--- src/design/two_axis_servo_slew_limiter_macros.svh ---
// -----------------------------------------------------------------------------
// Assertion macros for the two-axis servo slew limiter
// Clocked implication checks with asynchronous reset disable.
// -----------------------------------------------------------------------------
`ifndef TWO_AXIS_SERVO_SLEW_LIMITER_MACROS_SVH
`define TWO_AXIS_SERVO_SLEW_LIMITER_MACROS_SVH

// same-cycle implication
`define TSSL_ASSERT_SAME(label, clk, rst_n, pre, post) \
	label: assert property (@(posedge clk) disable iff (!rst_n) (pre) |-> (post)) \
		else $error("tssl assertion failed");

// next-cycle implication
`define TSSL_ASSERT_NEXT(label, clk, rst_n, pre, post) \
	label: assert property (@(posedge clk) disable iff (!rst_n) (pre) |=> (post)) \
		else $error("tssl assertion failed");

`endif

--- src/design/tssl_pkg.sv ---
// -----------------------------------------------------------------------------
// tssl_pkg
// Types, codes and the shared range-check helper of the two-axis servo slew limiter.
// -----------------------------------------------------------------------------
package tssl_pkg;

	localparam int PWM_BITS   = 12;
	localparam int ANGLE_FRAC = 16;
	localparam int ANGLE_BITS = 20;
	localparam int PROD_W     = 45;
	localparam int CFG_DATA_W = 24;

	typedef logic signed [ANGLE_BITS-1:0] angle_t;
	typedef logic signed [ANGLE_BITS+1:0] angle_wide_t;

	typedef enum logic [1:0] {
		FUNC_SET  = 2'd0,
		FUNC_TICK = 2'd1,
		FUNC_JUMP = 2'd2,
		FUNC_NONE = 2'd3
	} func_t;

	typedef enum logic [1:0] {
		ST_OK         = 2'd0,
		ST_PAN_RANGE  = 2'd1,
		ST_TILT_RANGE = 2'd2
	} status_t;

	typedef enum logic [1:0] {
		OP_SET,
		OP_TICK,
		OP_JUMP,
		OP_NOP
	} op_t;

	typedef enum logic [2:0] {
		REG_MIN_ANGLE   = 3'd0,
		REG_MAX_ANGLE   = 3'd1,
		REG_STEP        = 3'd2,
		REG_DEADZONE    = 3'd3,
		REG_PAN_SLOPE   = 3'd4,
		REG_PAN_OFFSET  = 3'd5,
		REG_TILT_SLOPE  = 3'd6,
		REG_TILT_OFFSET = 3'd7
	} cfg_reg_t;

	typedef struct packed {
		logic [1:0]  func;
		angle_t      pan_angle;
		angle_t      tilt_angle;
	} cmd_t;

	typedef struct packed {
		logic [1:0]          status;
		logic [PWM_BITS-1:0] pan_ticks;
		logic [PWM_BITS-1:0] tilt_ticks;
		logic                pwm_write;
		logic                on_target;
	} res_t;

	typedef struct packed {
		angle_t              min_angle;
		angle_t              max_angle;
		logic [15:0]         step_per_tick;
		logic [15:0]         deadzone;
		logic [23:0]         pan_slope;
		logic [PWM_BITS-1:0] pan_offset;
		logic [23:0]         tilt_slope;
		logic [PWM_BITS-1:0] tilt_offset;
	} cfg_t;

	typedef struct packed {
		op_t     op;
		status_t status;
		angle_t  pan_angle;
		angle_t  tilt_angle;
	} entry_t;

	function automatic logic in_limits(angle_wide_t a, angle_t lo, angle_t hi);
		return (a >= lo) && (a <= hi);
	endfunction

endpackage

--- src/design/tssl_front.sv ---
// -----------------------------------------------------------------------------
// tssl_front
// Decodes incoming command words and range-checks their angles.
// -----------------------------------------------------------------------------
module tssl_front (
	input  logic             cmd_valid,
	output logic             cmd_ready,
	input  tssl_pkg::cmd_t   cmd,
	input  tssl_pkg::cfg_t   cfg,
	output logic             push_valid,
	input  logic             push_ready,
	output tssl_pkg::entry_t push
);
	import tssl_pkg::*;

	logic    pan_ok;
	logic    tilt_ok;
	status_t range_status;

	assign pan_ok  = in_limits(angle_wide_t'(cmd.pan_angle), cfg.min_angle, cfg.max_angle);
	assign tilt_ok = in_limits(angle_wide_t'(cmd.tilt_angle), cfg.min_angle, cfg.max_angle);

	always_comb begin
		priority if (!pan_ok) begin
			range_status = ST_PAN_RANGE;
		end else if (!tilt_ok) begin
			range_status = ST_TILT_RANGE;
		end else begin
			range_status = ST_OK;
		end
	end

	always_comb begin
		push.pan_angle  = cmd.pan_angle;
		push.tilt_angle = cmd.tilt_angle;
		unique case (func_t'(cmd.func))
			FUNC_SET: begin
				push.op     = OP_SET;
				push.status = range_status;
			end
			FUNC_TICK: begin
				push.op     = OP_TICK;
				push.status = ST_OK;
			end
			FUNC_JUMP: begin
				push.op     = OP_JUMP;
				push.status = range_status;
			end
			default: begin
				push.op     = OP_NOP;
				push.status = ST_OK;
			end
		endcase
	end

	assign push_valid = cmd_valid;
	assign cmd_ready  = push_ready;

endmodule

--- src/design/tssl_queue.sv ---
// -----------------------------------------------------------------------------
// tssl_queue
// Two-entry queue of decoded words between front and back.
// -----------------------------------------------------------------------------
module tssl_queue (
	input  logic             clk,
	input  logic             arst_n,
	input  logic             push_valid,
	output logic             push_ready,
	input  tssl_pkg::entry_t push,
	output logic             pop_valid,
	input  logic             pop_ready,
	output tssl_pkg::entry_t pop
);
	import tssl_pkg::*;

	entry_t     slot_q [2];
	logic       wr_ptr_q;
	logic       rd_ptr_q;
	logic [1:0] count_q;
	logic       do_push;
	logic       do_pop;

	assign push_ready = (count_q != 2'd2);
	assign pop_valid  = (count_q != 2'd0);
	assign pop        = slot_q[rd_ptr_q];
	assign do_push    = push_valid && push_ready;
	assign do_pop     = pop_valid && pop_ready;

	always_ff @(posedge clk or negedge arst_n) begin
		if (!arst_n) begin
			wr_ptr_q <= 1'b0;
			rd_ptr_q <= 1'b0;
			count_q  <= 2'd0;
		end else begin
			if (do_push) begin
				wr_ptr_q <= !wr_ptr_q;
			end
			if (do_pop) begin
				rd_ptr_q <= !rd_ptr_q;
			end
			if (do_push && !do_pop) begin
				count_q <= count_q + 2'd1;
			end else if (do_pop && !do_push) begin
				count_q <= count_q - 2'd1;
			end
		end
	end

	always_ff @(posedge clk) begin
		if (do_push) begin
			slot_q[wr_ptr_q] <= push;
		end
	end

endmodule

--- src/design/tssl_back.sv ---
// -----------------------------------------------------------------------------
// tssl_back
// Holds the servo state, executes decoded words and maps angles to PWM ticks.
// -----------------------------------------------------------------------------
module tssl_back (
	input  logic             clk,
	input  logic             arst_n,
	input  tssl_pkg::cfg_t   cfg,
	input  logic             head_valid,
	output logic             head_ready,
	input  tssl_pkg::entry_t head,
	output logic             res_valid,
	input  logic             res_ready,
	output tssl_pkg::res_t   res
);
	import tssl_pkg::*;

	function automatic logic in_window(angle_t pos, angle_t tgt, logic [15:0] dz);
		angle_wide_t d;
		angle_wide_t w;
		d = angle_wide_t'(pos) - angle_wide_t'(tgt);
		w = angle_wide_t'({1'b0, dz});
		return (d >= -w) && (d <= w);
	endfunction

	function automatic logic [PWM_BITS-1:0] to_ticks(logic signed [PROD_W-1:0] prod,
			logic [PWM_BITS-1:0] offset);
		logic signed [PROD_W-1:0] q;
		logic signed [PROD_W:0]   sum;
		logic signed [PROD_W:0]   top;
		q   = prod >>> ANGLE_FRAC;
		top = $signed({{(PROD_W+1-PWM_BITS){1'b0}}, {PWM_BITS{1'b1}}});
		sum = (PROD_W+1)'(q) + $signed({{(PROD_W+1-PWM_BITS){1'b0}}, offset});
		if (sum < 0) begin
			return '0;
		end else if (sum > top) begin
			return '1;
		end
		return sum[PWM_BITS-1:0];
	endfunction

	// servo state
	angle_t pan_pos_q, tilt_pos_q, pan_tgt_q, tilt_tgt_q;
	logic   pan_up_q, tilt_up_q, easing_q;

	angle_t  pan_pos_n, tilt_pos_n, pan_tgt_n, tilt_tgt_n;
	logic    pan_up_n, tilt_up_n, easing_n;
	status_t st_n;
	logic    write_n;
	logic    use_pre_n;

	logic        pan_win, tilt_win, at_pre;
	angle_wide_t step_w;
	angle_wide_t pan_plus, pan_minus, tilt_plus, tilt_minus;
	angle_wide_t pan_next, tilt_next;
	logic        pan_next_ok, tilt_next_ok;
	status_t     tick_status;

	// stage 1: post-execute state
	logic    valid_s1;
	status_t status_s1;
	logic    write_s1, use_pre_s1, at_pre_s1;
	angle_t  pan_pos_s1, tilt_pos_s1, pan_tgt_s1, tilt_tgt_s1;

	// stage 2: products
	logic                     valid_s2;
	status_t                  status_s2;
	logic                     write_s2, at_s2;
	logic signed [PROD_W-1:0] pan_prod_s2, tilt_prod_s2;

	// stage 3: result register
	logic valid_s3;
	res_t res_s3;

	logic rdy_s1, rdy_s2, rdy_s3;
	logic fire;

	assign rdy_s3     = !valid_s3 || res_ready;
	assign rdy_s2     = !valid_s2 || rdy_s3;
	assign rdy_s1     = !valid_s1 || rdy_s2;
	assign head_ready = rdy_s1;
	assign fire       = head_valid && rdy_s1;

	assign pan_win  = in_window(pan_pos_q, pan_tgt_q, cfg.deadzone);
	assign tilt_win = in_window(tilt_pos_q, tilt_tgt_q, cfg.deadzone);
	assign at_pre   = pan_win && tilt_win;

	assign step_w     = angle_wide_t'({1'b0, cfg.step_per_tick});
	assign pan_plus   = angle_wide_t'(pan_pos_q) + step_w;
	assign pan_minus  = angle_wide_t'(pan_pos_q) - step_w;
	assign tilt_plus  = angle_wide_t'(tilt_pos_q) + step_w;
	assign tilt_minus = angle_wide_t'(tilt_pos_q) - step_w;

	assign pan_next  = pan_win ? angle_wide_t'(pan_pos_q) : (pan_up_q ? pan_plus : pan_minus);
	assign tilt_next = tilt_win ? angle_wide_t'(tilt_pos_q) :
		(tilt_up_q ? tilt_plus : tilt_minus);

	assign pan_next_ok  = in_limits(pan_next, cfg.min_angle, cfg.max_angle);
	assign tilt_next_ok = in_limits(tilt_next, cfg.min_angle, cfg.max_angle);

	always_comb begin
		priority if (!pan_next_ok) begin
			tick_status = ST_PAN_RANGE;
		end else if (!tilt_next_ok) begin
			tick_status = ST_TILT_RANGE;
		end else begin
			tick_status = ST_OK;
		end
	end

	always_comb begin
		pan_pos_n  = pan_pos_q;
		tilt_pos_n = tilt_pos_q;
		pan_tgt_n  = pan_tgt_q;
		tilt_tgt_n = tilt_tgt_q;
		pan_up_n   = pan_up_q;
		tilt_up_n  = tilt_up_q;
		easing_n   = easing_q;
		st_n       = ST_OK;
		write_n    = 1'b0;
		use_pre_n  = 1'b0;
		unique case (head.op)
			OP_SET: begin
				st_n = head.status;
				if (head.status == ST_OK) begin
					pan_up_n   = head.pan_angle > pan_pos_q;
					tilt_up_n  = head.tilt_angle > tilt_pos_q;
					pan_tgt_n  = head.pan_angle;
					tilt_tgt_n = head.tilt_angle;
					easing_n   = 1'b1;
				end
			end
			OP_TICK: begin
				if (easing_q) begin
					use_pre_n = 1'b1;
					st_n      = tick_status;
					if (tick_status == ST_OK) begin
						pan_pos_n  = pan_next[ANGLE_BITS-1:0];
						tilt_pos_n = tilt_next[ANGLE_BITS-1:0];
						write_n    = 1'b1;
						if (at_pre) begin
							easing_n = 1'b0;
						end
					end else begin
						easing_n = 1'b0;
					end
				end
			end
			OP_JUMP: begin
				st_n = head.status;
				if (head.status == ST_OK) begin
					pan_pos_n  = head.pan_angle;
					tilt_pos_n = head.tilt_angle;
					write_n    = 1'b1;
					easing_n   = 1'b0;
				end
			end
			default: begin
				st_n = ST_OK;
			end
		endcase
	end

	always_ff @(posedge clk or negedge arst_n) begin
		if (!arst_n) begin
			pan_pos_q  <= '0;
			tilt_pos_q <= '0;
			pan_tgt_q  <= '0;
			tilt_tgt_q <= '0;
			pan_up_q   <= 1'b0;
			tilt_up_q  <= 1'b0;
			easing_q   <= 1'b0;
		end else if (fire) begin
			pan_pos_q  <= pan_pos_n;
			tilt_pos_q <= tilt_pos_n;
			pan_tgt_q  <= pan_tgt_n;
			tilt_tgt_q <= tilt_tgt_n;
			pan_up_q   <= pan_up_n;
			tilt_up_q  <= tilt_up_n;
			easing_q   <= easing_n;
		end
	end

	always_ff @(posedge clk or negedge arst_n) begin
		if (!arst_n) begin
			valid_s1 <= 1'b0;
			valid_s2 <= 1'b0;
			valid_s3 <= 1'b0;
		end else begin
			if (rdy_s1) begin
				valid_s1 <= head_valid;
			end
			if (rdy_s2) begin
				valid_s2 <= valid_s1;
			end
			if (rdy_s3) begin
				valid_s3 <= valid_s2;
			end
		end
	end

	always_ff @(posedge clk) begin
		if (fire) begin
			status_s1   <= st_n;
			write_s1    <= write_n;
			use_pre_s1  <= use_pre_n;
			at_pre_s1   <= at_pre;
			pan_pos_s1  <= pan_pos_n;
			tilt_pos_s1 <= tilt_pos_n;
			pan_tgt_s1  <= pan_tgt_n;
			tilt_tgt_s1 <= tilt_tgt_n;
		end
		if (rdy_s2 && valid_s1) begin
			status_s2    <= status_s1;
			write_s2     <= write_s1;
			at_s2        <= use_pre_s1 ? at_pre_s1 :
				(in_window(pan_pos_s1, pan_tgt_s1, cfg.deadzone) &&
				 in_window(tilt_pos_s1, tilt_tgt_s1, cfg.deadzone));
			pan_prod_s2  <= $signed({1'b0, cfg.pan_slope}) * pan_pos_s1;
			tilt_prod_s2 <= $signed({1'b0, cfg.tilt_slope}) * tilt_pos_s1;
		end
		if (rdy_s3 && valid_s2) begin
			res_s3.status     <= status_s2;
			res_s3.pan_ticks  <= to_ticks(pan_prod_s2, cfg.pan_offset);
			res_s3.tilt_ticks <= to_ticks(tilt_prod_s2, cfg.tilt_offset);
			res_s3.pwm_write  <= write_s2;
			res_s3.on_target  <= at_s2;
		end
	end

	assign res_valid = valid_s3;
	assign res       = res_s3;

endmodule

--- src/design/two_axis_servo_slew_limiter.sv ---
// -----------------------------------------------------------------------------
// two_axis_servo_slew_limiter: pan/tilt servo position generator
// Path: queue slot, then execute, product and result registers to result valid.
// Throughput: one word per cycle unless res_ready stalls the result side.
// Reset: asynchronous, clears state and queue, loads register defaults.
// -----------------------------------------------------------------------------
`include "two_axis_servo_slew_limiter_macros.svh"

module two_axis_servo_slew_limiter (
	input  logic                          clk,
	input  logic                          arst_n,
	input  logic                          cmd_valid,
	output logic                          cmd_ready,
	input  tssl_pkg::cmd_t                cmd,
	output logic                          res_valid,
	input  logic                          res_ready,
	output tssl_pkg::res_t                res,
	input  logic                          cfg_valid,
	output logic                          cfg_ready,
	input  tssl_pkg::cfg_reg_t            cfg_index,
	input  logic [tssl_pkg::CFG_DATA_W-1:0] cfg_data
);
	import tssl_pkg::*;

	cfg_t   cfg_q;
	logic   push_valid, push_ready;
	entry_t push;
	logic   head_valid, head_ready;
	entry_t head;

	assign cfg_ready = 1'b1;

	always_ff @(posedge clk or negedge arst_n) begin
		if (!arst_n) begin
			cfg_q.min_angle     <= angle_t'(0);
			cfg_q.max_angle     <= angle_t'(205887);
			cfg_q.step_per_tick <= 16'd341;
			cfg_q.deadzone      <= 16'd1966;
			cfg_q.pan_slope     <= '0;
			cfg_q.pan_offset    <= '0;
			cfg_q.tilt_slope    <= '0;
			cfg_q.tilt_offset   <= '0;
		end else if (cfg_valid && cfg_ready) begin
			unique case (cfg_index)
				REG_MIN_ANGLE:   cfg_q.min_angle     <= cfg_data[ANGLE_BITS-1:0];
				REG_MAX_ANGLE:   cfg_q.max_angle     <= cfg_data[ANGLE_BITS-1:0];
				REG_STEP:        cfg_q.step_per_tick <= cfg_data[15:0];
				REG_DEADZONE:    cfg_q.deadzone      <= cfg_data[15:0];
				REG_PAN_SLOPE:   cfg_q.pan_slope     <= cfg_data[23:0];
				REG_PAN_OFFSET:  cfg_q.pan_offset    <= cfg_data[PWM_BITS-1:0];
				REG_TILT_SLOPE:  cfg_q.tilt_slope    <= cfg_data[23:0];
				REG_TILT_OFFSET: cfg_q.tilt_offset   <= cfg_data[PWM_BITS-1:0];
				default: begin
				end
			endcase
		end
	end

	tssl_front u_front (
		.cmd_valid  (cmd_valid),
		.cmd_ready  (cmd_ready),
		.cmd        (cmd),
		.cfg        (cfg_q),
		.push_valid (push_valid),
		.push_ready (push_ready),
		.push       (push)
	);

	tssl_queue u_queue (
		.clk        (clk),
		.arst_n     (arst_n),
		.push_valid (push_valid),
		.push_ready (push_ready),
		.push       (push),
		.pop_valid  (head_valid),
		.pop_ready  (head_ready),
		.pop        (head)
	);

	tssl_back u_back (
		.clk        (clk),
		.arst_n     (arst_n),
		.cfg        (cfg_q),
		.head_valid (head_valid),
		.head_ready (head_ready),
		.head       (head),
		.res_valid  (res_valid),
		.res_ready  (res_ready),
		.res        (res)
	);

	`TSSL_ASSERT_SAME(a_write_only_ok, clk, arst_n, res_valid && res.pwm_write, res.status == ST_OK)
	`TSSL_ASSERT_SAME(a_full_has_head, clk, arst_n, !cmd_ready, head_valid)
	`TSSL_ASSERT_NEXT(a_push_fills, clk, arst_n, push_valid && push_ready, head_valid)

endmodule

--- config.mk ---
export PLATFORM = sky130hd
export DESIGN_NAME = two_axis_servo_slew_limiter
export DESIGN_NICKNAME = d
export VERILOG_FILES = /design/src/design/tssl_pkg.sv /design/src/design/tssl_front.sv /design/src/design/tssl_queue.sv /design/src/design/tssl_back.sv /design/src/design/two_axis_servo_slew_limiter.sv
export VERILOG_INCLUDE_DIRS = /design/src /design/src/design
export SDC_FILE = /design/constraint.sdc
export NUM_CORES = 2
export LEC_CHECK = 0
export BUFFER_PORTS_ARGS = -buffer_cell sky130_fd_sc_hd__buf_4
export CAP_MARGIN = 40
export CORE_AREA = 3 3 337 339
export DETAILED_ROUTE_END_ITERATION = 8
export DIE_AREA = 0 0 340 342
export HOLD_SLACK_MARGIN = 0.1
export PLACE_DENSITY = 0.85
export RECOVER_POWER = 50
export SKIP_LAST_GASP = 1
export SLEW_MARGIN = 40
export SYNTH_ARGS = -nofsm -noshare
export SYNTH_HDL_FRONTEND = slang
export SYNTH_SLANG_ARGS = --single-unit
export TNS_END_PERCENT = 10
--- constraint.sdc ---
create_clock -name clk -period 18.39 [get_ports clk]
set_clock_uncertainty 0.1 [all_clocks]
set_input_delay 3.678 -clock clk [delete_from_list [all_inputs] [get_ports clk]]
set_output_delay 3.678 -clock clk [all_outputs]
set_load 0.01 [all_outputs]
## Yosys cells after proc, flatten, opt, wreduce, memory -nomap -nowiden

Memory sizes are Yosys's and may differ from the RTL's.
Cells that the tools add are included.

| word-level totals | value |
|---|---|
| register bits | 441 |
| bits in writable memories | 88 |
| input bits | 74 |
| output and inout port bits | 31 |
| logic and storage cells | 187 |
| memories | 1 |

Memories:

| memory | depth | bits a word | read ports | clocked after Yosys merged registers in | wr ports | RTL line | source |
|---|---|---|---|---|---|---|---|
| u_queue.slot_q | 2 | 44 | 1 | 0 | 1 | tssl_queue.sv:17 | `entry_t slot_q [2];` |

| operators by class | value |
|---|---|
| add/sub/neg operators | 13 |
| $mul | 2 |
| magnitude comparators | 22 |
| equal/unequal tests | 14 |
| mux-type cells | 51 |
| reductions and logical operators | 45 |

Operator list:

| cell | number |
|---|---|
| 2-to-1 mux 20 bit | 10 |
| greater-than comparator 46 x 13 -> 1 bit (second input constant) | 2 |
| less-than comparator 46 x 1 -> 1 bit (second input constant) | 2 |
| multiplier 25 x 20 -> 45 bit | 2 |
| >= comparator 22 bit | 4 |
| less-or-equal comparator 22 x 17 -> 1 bit | 4 |
| 2-to-1 mux 22 bit | 4 |
| subtractor 20 x 20 -> 21 bit | 4 |
| one-hot mux 20 bit (2 select lines) | 2 |
| 2-to-1 mux 12 bit | 6 |
| adder 29 x 13 -> 30 bit | 2 |
| >= comparator 22 x 20 -> 1 bit | 2 |
| less-or-equal comparator 22 x 20 -> 1 bit | 2 |
| adder 20 x 17 -> 21 bit | 2 |
| subtractor 20 x 17 -> 21 bit | 2 |
| >= comparator 20 bit | 2 |
| greater-than comparator 20 bit | 2 |
| less-or-equal comparator 20 bit | 2 |
| negation 16 -> 22 bit | 1 |
| 2-to-1 mux 1 bit | 18 |
| logical AND 1 bit | 16 |
| AND reduction 2 bit | 8 |
| 2-to-1 mux 2 bit | 7 |
| equality test 3 bit (second input constant) | 4 |
| other kinds (21) | 37 |

## Logic depth before layout (Yosys ltp)

| logic depth | value |
|---|---|
| word-level depth | 12 |
| mapped depth | 39 |
| gate-level depth less buffers | 36 |

## Modules after synthesis

Synthesis repeated with hierarchy kept, for this count alone.

| second synthesis, totals | value |
|---|---|
| cells, all modules | 7107 |
| area total of the unflattened synthesis | 67601.1 µm² |

By module, submodules not included:

| module | times used | cells each | area each (µm²) | sequential area each (µm²) |
|---|---|---|---|---|
| tssl_back | 1 | 6340 | 56275.2 | 7407.1 |
| two_axis_servo_slew_limiter | 1 | 315 | 5472.7 | 3632.2 |
| tssl_queue | 1 | 155 | 3569.7 | 2742.6 |
| tssl_front | 1 | 297 | 2283.4 | 0.0 |

## Worst setup path before layout

No wires, ideal clock.

| timing | value |
|---|---|
| path kind | input -> register |
| from | input port res_ready |
| to | register u_back.pan_pos_q[11] |
| library setup time | 0.132 ns |
| arrival time | 7.724 ns |
| required time | 18.158 ns |
| slack | 10.434 ns |
| stages | 9 |
| path buffers | 2 |
| cells stage by stage | nand2b_1 nor2_1 nand2_1 o21ai_0 inv_1 buf_1 nand2_1 buf_4 o2bb2ai_1 |

| on the way | value |
|---|---|
| longest elaborated chain between the ends | 4 |

Ends and longest elaborated chain:

| item | RTL line | source |
|---|---|---|
| start, declared | two_axis_servo_slew_limiter.sv:16 | `input logic res_ready,` |
| logical OR 1 bit | tssl_back.sv:78 | `assign rdy_s3 = !valid_s3 \|\| res_ready;` |
| logical OR 1 bit | tssl_back.sv:79 | `assign rdy_s2 = !valid_s2 \|\| rdy_s3;` |
| logical OR 1 bit | tssl_back.sv:80 | `assign rdy_s1 = !valid_s1 \|\| rdy_s2;` |
| logical AND 1 bit | tssl_back.sv:82 | `assign fire = head_valid && rdy_s1;` |
| net u_back.fire | tssl_back.sv:76 | `logic fire;` |
| end signal, assigned | tssl_back.sv:174 | `pan_pos_q <= pan_pos_n;` |
| end, declared | tssl_back.sv:43 | `angle_t pan_pos_q, tilt_pos_q, pan_tgt_q, tilt_tgt_q;` |

The timed path passes the listed nets, and every way through them passes these cells.
A chain may end at the register's enable or synchronous reset.

==> metrics list <==
- Run status: finished with violations
- The final reports fail on max-capacitance violations, max-slew violations.
- After Yosys synthesis, and, or, nand and nor cells account for 14.6% of the synthesized area.
* Count of state elements after synthesis: 497
- Entering global routing, the biggest net connects 94 pins.
* Setup repair after global routing missed its margin: false
* DR WL/cell: 22.6 um
* Post-CTS Hold Fix Bufs: 0
- For this design the top-level I/O count stands at 105.
* Number of resized instances in the post-cts repair step: 0
* Seq/Total Area, Yosys: about a fifth
* Fraction of final layout cells sized beyond drive strength 1: a little under 7%
- Number of buffers and inverters on the critical path: 2
* Mapped Area: 66,300 um^2
- The worst setup path is launched from an input port.
* Number of failing hold endpoints at the final stage: 0
* Final routed DRC violation total: 0
* Postcts setup bufs: 0
- Crit path time final: between 10 and 15 ns
- Util after Layout: a little under two thirds
* TritonCTS clock tree: built
- Before CTS, the worst setup slack after placement is about 9.5 ns.
* Number of fill cells: roughly 8,700
* Area growth from synthesis to final layout: 6.78%
* Vias: 52,548
- Area share of the leading cell type in the synthesized netlist: roughly a quarter
* Per-instance average area after synthesis: between 9 and 10 um^2
- The critical path in this run is classified as input port to asynchronous set/reset pin.
- Number of violations reported at the end of detailed-routing iteration 0: 4,353
* Most frequent cells in the layout: sky130_fd_sc_hd__inv_1, sky130_fd_sc_hd__ha_1, sky130_fd_sc_hd__nand2_1, sky130_fd_sc_hd__fa_1, sky130_fd_sc_hd__and2_1
- Routability-driven placement finished with a final weighted congestion of about 1.0.
- Summing the areas of all compound-gate instances in the mapped netlist gives between 10 and 15% of the synthesized area.
* Mean number of vias per cell: slightly above 6
- The initial antenna violation count is 8.
- Setup violations remaining at the end of the flow were counted as 0.
- The floorplan step set the die width to around 340 um.
- Most numerous cell on the critical path: sky130_fd_sc_hd__clkbuf_1
- The die is between 300 and 400 um tall.
* Largest fanout on the critical path: 93
- The floorplan has 122 rows.
- During synthesis, Yosys emitted a total of 0 warnings.
* Initial Util: about three fifths
* Hold_ws: between 0.3 and 0.4 ns
- The count of buffers added on input and output ports is approximately 100.
- Root Buffer Master: sky130_fd_sc_hd__clkbuf_16
- Number of levels in the clock H-tree: 2
- After Yosys synthesis, XOR and XNOR cells account for around 2.8% of the synthesized area.
- CP arrival: 10.64 ns
* Stage delay of the slowest cell on the critical path: approximately 4 ns
- After clock tree synthesis, the clock-pin slew on the worst setup and hold paths is 0.06 ns.
- Synthesis produced ~7,000 cells.
- Counting the buffers created by CTS gives between 50 and 60.
- The synthesized design contains 263 enable-type register cells.
- The synthesized design spends more area on one cell type than any other, namely sky130_fd_sc_hd__fa_1.
- Transition time of the tightest slew-check pin: 5.50 ns
- The signal on the critical path passes through clkbuf_1 > clkbuf_1.
- Number of iterations in the first detailed-routing pass: 6
- Yosys mapped the design onto 90 distinct sky130hd cell types.
* Share of cell area taken by muxes after synthesis: between 3 and 4%
- Timing startpoint of the critical path: arst_n
- Most common library cell in the layout ignoring fill and taps: sky130_fd_sc_hd__inv_1
- Leading register cell type out of synthesis: sky130_fd_sc_hd__edfxtp_1
- The min-delay analysis places its worst path in the category register to register.
- In this run the critical register-to-register path is launched from u_back.tilt_pos_q[0].
- Worst-case clock buffer depth: 3
- The first global-routing pass estimated about 300,000 um of wire.
* Start point of the worst hold path: u_back.status_s1[1]
* Antenna viol nets, final: 0
- The region available for standard cell placement spans roughly 110,000 um^2.
- After synthesis, the cell types taking the most area are sky130_fd_sc_hd__fa_1, sky130_fd_sc_hd__ha_1, sky130_fd_sc_hd__edfxtp_1.
- After Yosys synthesis, full adders, half adders and majority gates account for around 40% of the synthesized area.
* Final Slew Violations: roughly 410
* Max-cap violation count: 8
- Post-Route Setup TNS: 0 ns
* Hpwl dp: about 150,000 um
- Post-synthesis async set-or-reset flop share: a little under half
- Total routing usage reported by global routing: 33.6%
- At the later pin of the worst-skew pair, clock insertion delay measures roughly 0.70 ns.
- The die covers around 120,000 um^2.
* Total clock sinks: about 500
* Period utilization: between 60 and 70%
- Net count after synthesis: 8,770
- Main combinational cell family by area after synthesis: adder cells
- The number of global-route vias before repair is ~55,000.
- After the last flow step, the layout net total stands at about 8,800.
- Max stage delay cell, worst path: sky130_fd_sc_hd__clkbuf_1
- For this run, the top clock speed supported by timing is 0.0851 GHz.
- Category of the worst setup path capture point: asynchronous set/reset pin
- Post-Route WL: ~190,000 um
* Top cell family by delay on the critical path: buffers and inverters
- STA puts the critical path data required time at 17.29 ns.
- Minimum setup slack in the final design: between 6 and 7 ns
- Max-Slew Margin vs Limit: -267%
- The total overflow left after global routing is 0.
==> cells in the mapped netlist (all sizes together), types with 10 or more instances <==
| cell type | count |
|---|---|
| fa | 792 |
| o2111ai | 10 |
| a21o | 140 |
| mux2 | 141 |
| nor3 | 80 |
| and3 | 31 |
| or2 | 12 |
| inv | 1104 |
| nand2 | 821 |
| or3 | 24 |
| a211oi | 39 |
| nand4 | 77 |
| and2 | 338 |
| o31a | 18 |
| dfrtp | 211 |
| o21a | 52 |
| dfstp | 23 |
| clkbuf | 249 |
| o21bai | 16 |
| nand2b | 93 |
| nor2b | 68 |
| o22ai | 30 |
| nor4 | 26 |
| ha | 857 |
| and4 | 10 |
| edfxtp | 263 |
| nor2 | 328 |
| xnor2 | 135 |
| o2bb2ai | 18 |
| xor2 | 74 |
| mux2i | 53 |
| a22oi | 16 |
| a31oi | 20 |
| o211ai | 14 |
| nor3b | 12 |
| o21ai | 256 |
| buf | 23 |
| o31ai | 18 |
| a22o | 12 |
| a21oi | 325 |
| a221o | 17 |
| nand3 | 73 |
==> per-stage QoR <==
step,cells,cell area (um^2)
after floorplan,7047,66300
after global placement,8460,68700
after detailed placement,8480,69000
after CTS,8586,71000
after global routing,8588,70800
final,8589,70800
==> metal layers <==
layer  GRT usage (%)  part of all wire (%)
met5               0                 0.014
met4            19.8                   6.8
met3            7.14                   9.8
met2            55.1                    46
met1            41.1                    37
==> worst paths after layout <==
path | end | slack (ns) | cells past startpoint
min in group asynchronous | u_back.pan_pos_q[6] | 4.36 | 1
min | u_back.status_s2[1] | 0.32 | 0
max in group clk | u_back.tilt_pos_q[1] | 9.71 | 32
max | cfg_q[51] | 6.64 | 2
min reg2reg | u_back.status_s2[1] | 0.32 | 0
max reg2reg | u_back.tilt_pos_q[1] | 9.71 | 32
==> state kept, by name, summed over array words and instances, names as in the netlist, 2 cells and up <==
| register | flops |
|---|---|
| cfg_q | 144 |
| u_back.pan_pos_q | 20 |
| u_back.pan_pos_s1 | 20 |
| u_back.pan_prod_s2 | 29 |
| u_back.pan_tgt_q | 20 |
| u_back.pan_tgt_s1 | 20 |
| u_back.res | 28 |
| u_back.status_s1 | 2 |
| u_back.status_s2 | 2 |
| u_back.tilt_pos_q | 20 |
| u_back.tilt_pos_s1 | 20 |
| u_back.tilt_prod_s2 | 29 |
| u_back.tilt_tgt_q | 20 |
| u_back.tilt_tgt_s1 | 20 |
| u_queue.count_q | 2 |
| u_queue.slot_q | 88 |
==> cells by family (layout without fill, tap and decap cells) <==
kind of cell | count (synthesis) | after routing
simple gates | 2015 | 2015
fa+ha+maj | 1649 | 1649
buf+inv | 1377 | 1430
compound gates | 1105 | 1105
flops | 497 | 497
xor+xnor | 209 | 209
mux | 194 | 194
other cells | 1 | 2
==> cell type report <==
class	count	area, um^2	share of cell area [%]
clock buffer	66	1510	2.13
sequential	497	13800	19.5
clock inverter	40	507	0.716
inverter	1105	4150	5.86
tap	1488	1860	2.63
timing repair buffer	219	1560	2.20
antenna	1	2.50	0.00353
multi-input combinational	5173	47400	67.0
Power is left out: the tool's default activity adds up to more than one toggle a clock period on the data nets, which glitch-free logic cannot reach.
